### config.mk
export PLATFORM = sky130hd
export DESIGN_NAME = skq_cell
export DESIGN_NICKNAME = d
export VERILOG_FILES = /design/src/hdl/skq_pkg.sv /design/src/hdl/skq_cell.sv
export SDC_FILE = /design/constraint.sdc
export NUM_CORES = 1
export LEC_CHECK = 0
export ABC_AREA = 1
export BUFFER_PORTS_ARGS = -buffer_cell sky130_fd_sc_hd__buf_2
export CORE_MARGIN = 1
export CORE_UTILIZATION = 49
export CTS_BUF_LIST = sky130_fd_sc_hd__clkbuf_16
export DETAILED_ROUTE_END_ITERATION = 10
export GPL_TIMING_DRIVEN = 0
export PLACE_DENSITY = 0.92
export SYNTH_ARGS = -nofsm -noshare
export SYNTH_HDL_FRONTEND = slang
export SYNTH_SLANG_ARGS = --single-unit
### constraint.sdc
create_clock -name i_clk -period 5.6 [get_ports i_clk]
set_input_delay 1.12 -clock i_clk [delete_from_list [all_inputs] [get_ports i_clk]]
set_output_delay 1.12 -clock i_clk [all_outputs]
set_load 0.005 [all_outputs]
### src/hdl/skq_pkg.sv
`default_nettype none

package skq_pkg;

    localparam int OP_BITS     = 2;
    localparam int KEY_IN_BITS = 32;
    localparam int STATUS_BITS = 2;
    localparam int OCC_BITS    = 7;

    typedef logic [OP_BITS-1:0]     t_op;
    typedef logic [STATUS_BITS-1:0] t_status;
    typedef logic [KEY_IN_BITS-1:0] t_key_in;
    typedef logic [OCC_BITS-1:0]    t_occ;

    localparam t_op OP_INSERT = 2'd0;
    localparam t_op OP_REMOVE = 2'd1;
    localparam t_op OP_SEARCH = 2'd2;

    localparam t_status ST_DONE  = 2'd0;
    localparam t_status ST_EMPTY = 2'd1;
    localparam t_status ST_FULL  = 2'd2;

    typedef struct packed {
        logic ins;
        logic rem;
    } t_cell_cmd;

endpackage

`default_nettype wire

### src/hdl/skq_cell.sv
`default_nettype none

module skq_cell
    import skq_pkg::*;
#(
    parameter int KEY_BITS = 32
) (
    input  wire logic                i_clk,
    input  wire logic                i_occupied,
    input  wire t_cell_cmd           i_cmd,
    input  wire logic [KEY_BITS-1:0] i_key,
    input  wire logic                i_prev_lt,
    input  wire logic [KEY_BITS-1:0] i_prev_key,
    input  wire logic [KEY_BITS-1:0] i_next_key,
    output logic [KEY_BITS-1:0]      o_key,
    output logic                     o_lt,
    output logic                     o_match
);

    logic [KEY_BITS-1:0] r_key;
    logic [KEY_BITS-1:0] n_key;

    assign o_lt    = i_occupied && (r_key < i_key);
    assign o_match = i_occupied && (r_key == i_key);
    assign o_key   = r_key;

    always_comb begin
        n_key = r_key;
        if (i_cmd.ins) begin
            if (o_lt) begin
                n_key = r_key;
            end else if (i_prev_lt) begin
                n_key = i_key;
            end else begin
                n_key = i_prev_key;
            end
        end else if (i_cmd.rem) begin
            n_key = i_next_key;
        end
    end

    always_ff @(posedge i_clk) begin
        r_key <= n_key;
    end

endmodule

`default_nettype wire

==> results.tsv <==
metric	value	unit
CTS Buf Count	5	
Detail Route Antenna Nets	0	
worst-skew pair later-pin latency	0.27	ns
number of global-route vias before repair	2458	
measured slew at the worst slew-check pin	0.806	ns
postcts setup bufs	0	
fin nets	596	
status	completed	
fmax	0.286	GHz
wire per inst	12.9	um
slowest stage delay, CP	0.29	ns
Post-route DRC	0	
Synth warnings	0	
sequential group share of total power	40.7	%
commonest non-fill, non-tap cells in the layout	buf_2 (136), nand2_1 (69), o21ai_1 (62), nor2_1 (41), inv_1 (36)	
CP Cell Sequence	buf_2 -> inv_1 -> ha_1 -> nand2_1 -> nor2_1 -> and2_4 -> inv_2 -> nor2_4 -> nand2_1 -> nand2_1 -> inv_1 -> buf_2	
clock-pin transition on the worst setup and hold timing paths	0.05	ns
GP Congestion	0.839	
initial antenna violation count	0	
clock root cell	clkbuf_16	
Hold Path Class	primary input to flop	
detailed-route via count	2636	
max FFs per register	32	
clock share of power	32.3	%
synthesis-to-layout area growth	35.3	%
Async SR Flop Fraction	0	%
Pwr Density	226	nW/um^2
synth unique cells	24	
Post-Layout Cell Count	528	
Die W	73.4	um
Sink Count	32	
min Tclk post-route	3.50	ns
row count	25	
TritonCTS clock tree	yes	
Initial Util	51.9	%
Leakage	1.77	nW
drt via density	4.99	
Psw	0.000218	W
Setup Crit Path Kind	primary input to output pin	
GR Overflow Total	0	
commonest non-fill, non-tap cell in the layout	buf_2	
RSZ-0062 raised after global routing	false	
final clock skew	0.00525	ns
post-synthesis cell area	2500	sq um
share of layout cells above drive strength 1	34.1	%
P_int	0.000546	W
Hold Violations, Final	0	
data arrival time of the worst path	2.38	ns
Max Slew Vio Count	0	
Comb pwr share	27.0	%
crit-path most repeated cell	nand2_1	
flip-flop and latch count after synthesis	32	
Cell Area, Placed	3250	sq um
Mean Syn Cell Area	7.76	sq um
placed insts	523	
# Max-Cap Violations	0	
# port buffers	134	
maximum root-to-sink buffer count	2	
slowest CP cell	ha_1	
fin worst setup slack	2.10	ns
H-tree level count	2	
setup_tns	0	ns
Setup Viol. Count Final	0	
Die Span Y	73.4	um
cells after synthesis	322	
Net Count, Synth	455	
WP data required	4.48	ns
GRT Total Usage	25.8	%
fin crit share	62.5	%
Core ar.	4820	sq um
number of synthesized flops with an enable pin	32	
largest net degree at the start of global routing	33	
Iteration-0 DRC Markers	161	
first-pass GRT wire length	10500	um
predominant post-synthesis flop cell	edfxtp_1	
Sw Share	28.5	%
Worst Setup End Kind	output pin	
VDD IR max	0.138	mV
dpl ws	1.84	ns
cell area after layout	3380	sq um
router iterations before antenna repair	4	
WL final	6820	um
post-DP HPWL	5490	um
CTS Hold Bufs	0	
die area	5390	sq um
Worst path top cell family by delay	simple AND/OR/NAND/NOR gates	
Critical Path Fanout Max	2	
post_cts resized	0	
startpoint types	primary input	
n_diodes	0	
num ports	135	
worst hold margin	1.13	ns
Bufs and invs on worst path	5	
Max-slew headroom	46.1	%
part of the Yosys area used for sequential elements	38.5	%
[routing by layer]
metal  vias up  track usage (%)  share of wire (%)
met5         -                0                  0
met4         0             9.19                2.2
met3        12             5.21                5.8
met2       106             46.1                 50
met1      1169             30.7                 42
li1       1349                -                  -
[metrics by stage]
stage               power (W)  utilization (%)
floorplan            0.000428                -
global placement     0.000512             67.5
detailed placement   0.000521             67.5
CTS                  0.000769             70.1
global route         0.000809             70.2
finish               0.000764             70.2
[synthesized netlist by cell type (4+ instances only)]
cell type / count / area share, %
a21oi_1: 12 / 2.4
clkbuf_1: 9 / 1.4
edfxtp_1: 32 / 38
ha_1: 32 / 16
inv_1: 36 / 5.4
inv_2: 7 / 1.1
nand2_1: 70 / 11
nor2_1: 41 / 6.2
o21ai_0: 4 / 0.80
o21ai_1: 62 / 12
[worst min-delay path: cells and delay by family]
kind	cells	cell delay (ns)
AOI/OAI and AO/OA	1	0.05
buffers and inverters	1	0.07
and+or+nand+nor	1	0.04
[power groups by stage]
stage / clock (W) / combinational (W) / sequential (W)
after floorplan: 0 / 0.000111 / 0.000318
after global placement: 0 / 0.000197 / 0.000315
after detailed placement: 0 / 0.000205 / 0.000316
after CTS: 0.000250 / 0.000207 / 0.000312
after global routing: 0.000260 / 0.000235 / 0.000314
final: 0.000247 / 0.000206 / 0.000311
[worst paths after layout]
path                  startpoint                   to  slack, ns  depth (start not counted)
max                    i_key[27]                 o_lt       2.10                         12
min               i_next_key[13]  o_key[13]$_DFFE_PP_       1.13                          3
max reg2reg  o_key[27]$_DFFE_PP_   o_key[6]$_DFFE_PP_       3.14                         10
min reg2reg  o_key[23]$_DFFE_PP_  o_key[23]$_DFFE_PP_       1.69                          7
[cells by family after synthesis]
kind of cell,share of synthesized area [%]
buffers and inverters,8.51
AO/OA/AOI/OAI,15.9
AND/OR/NAND/NOR,21.1
adder cells (fa/ha/maj),16.0
flip-flops,38.5
[final cells by class]
type,instances,area (sq um)
Buffer,12,51.3
Clock buffer,5,125
Fill cell,434,1440
Inverter,43,161
Multi-Input combinational cell,235,1330
Sequential cell,32,961
Tap cell,67,83.8
Timing Repair Buffer,134,671
Note: power is estimated with default switching activity, not from simulation.
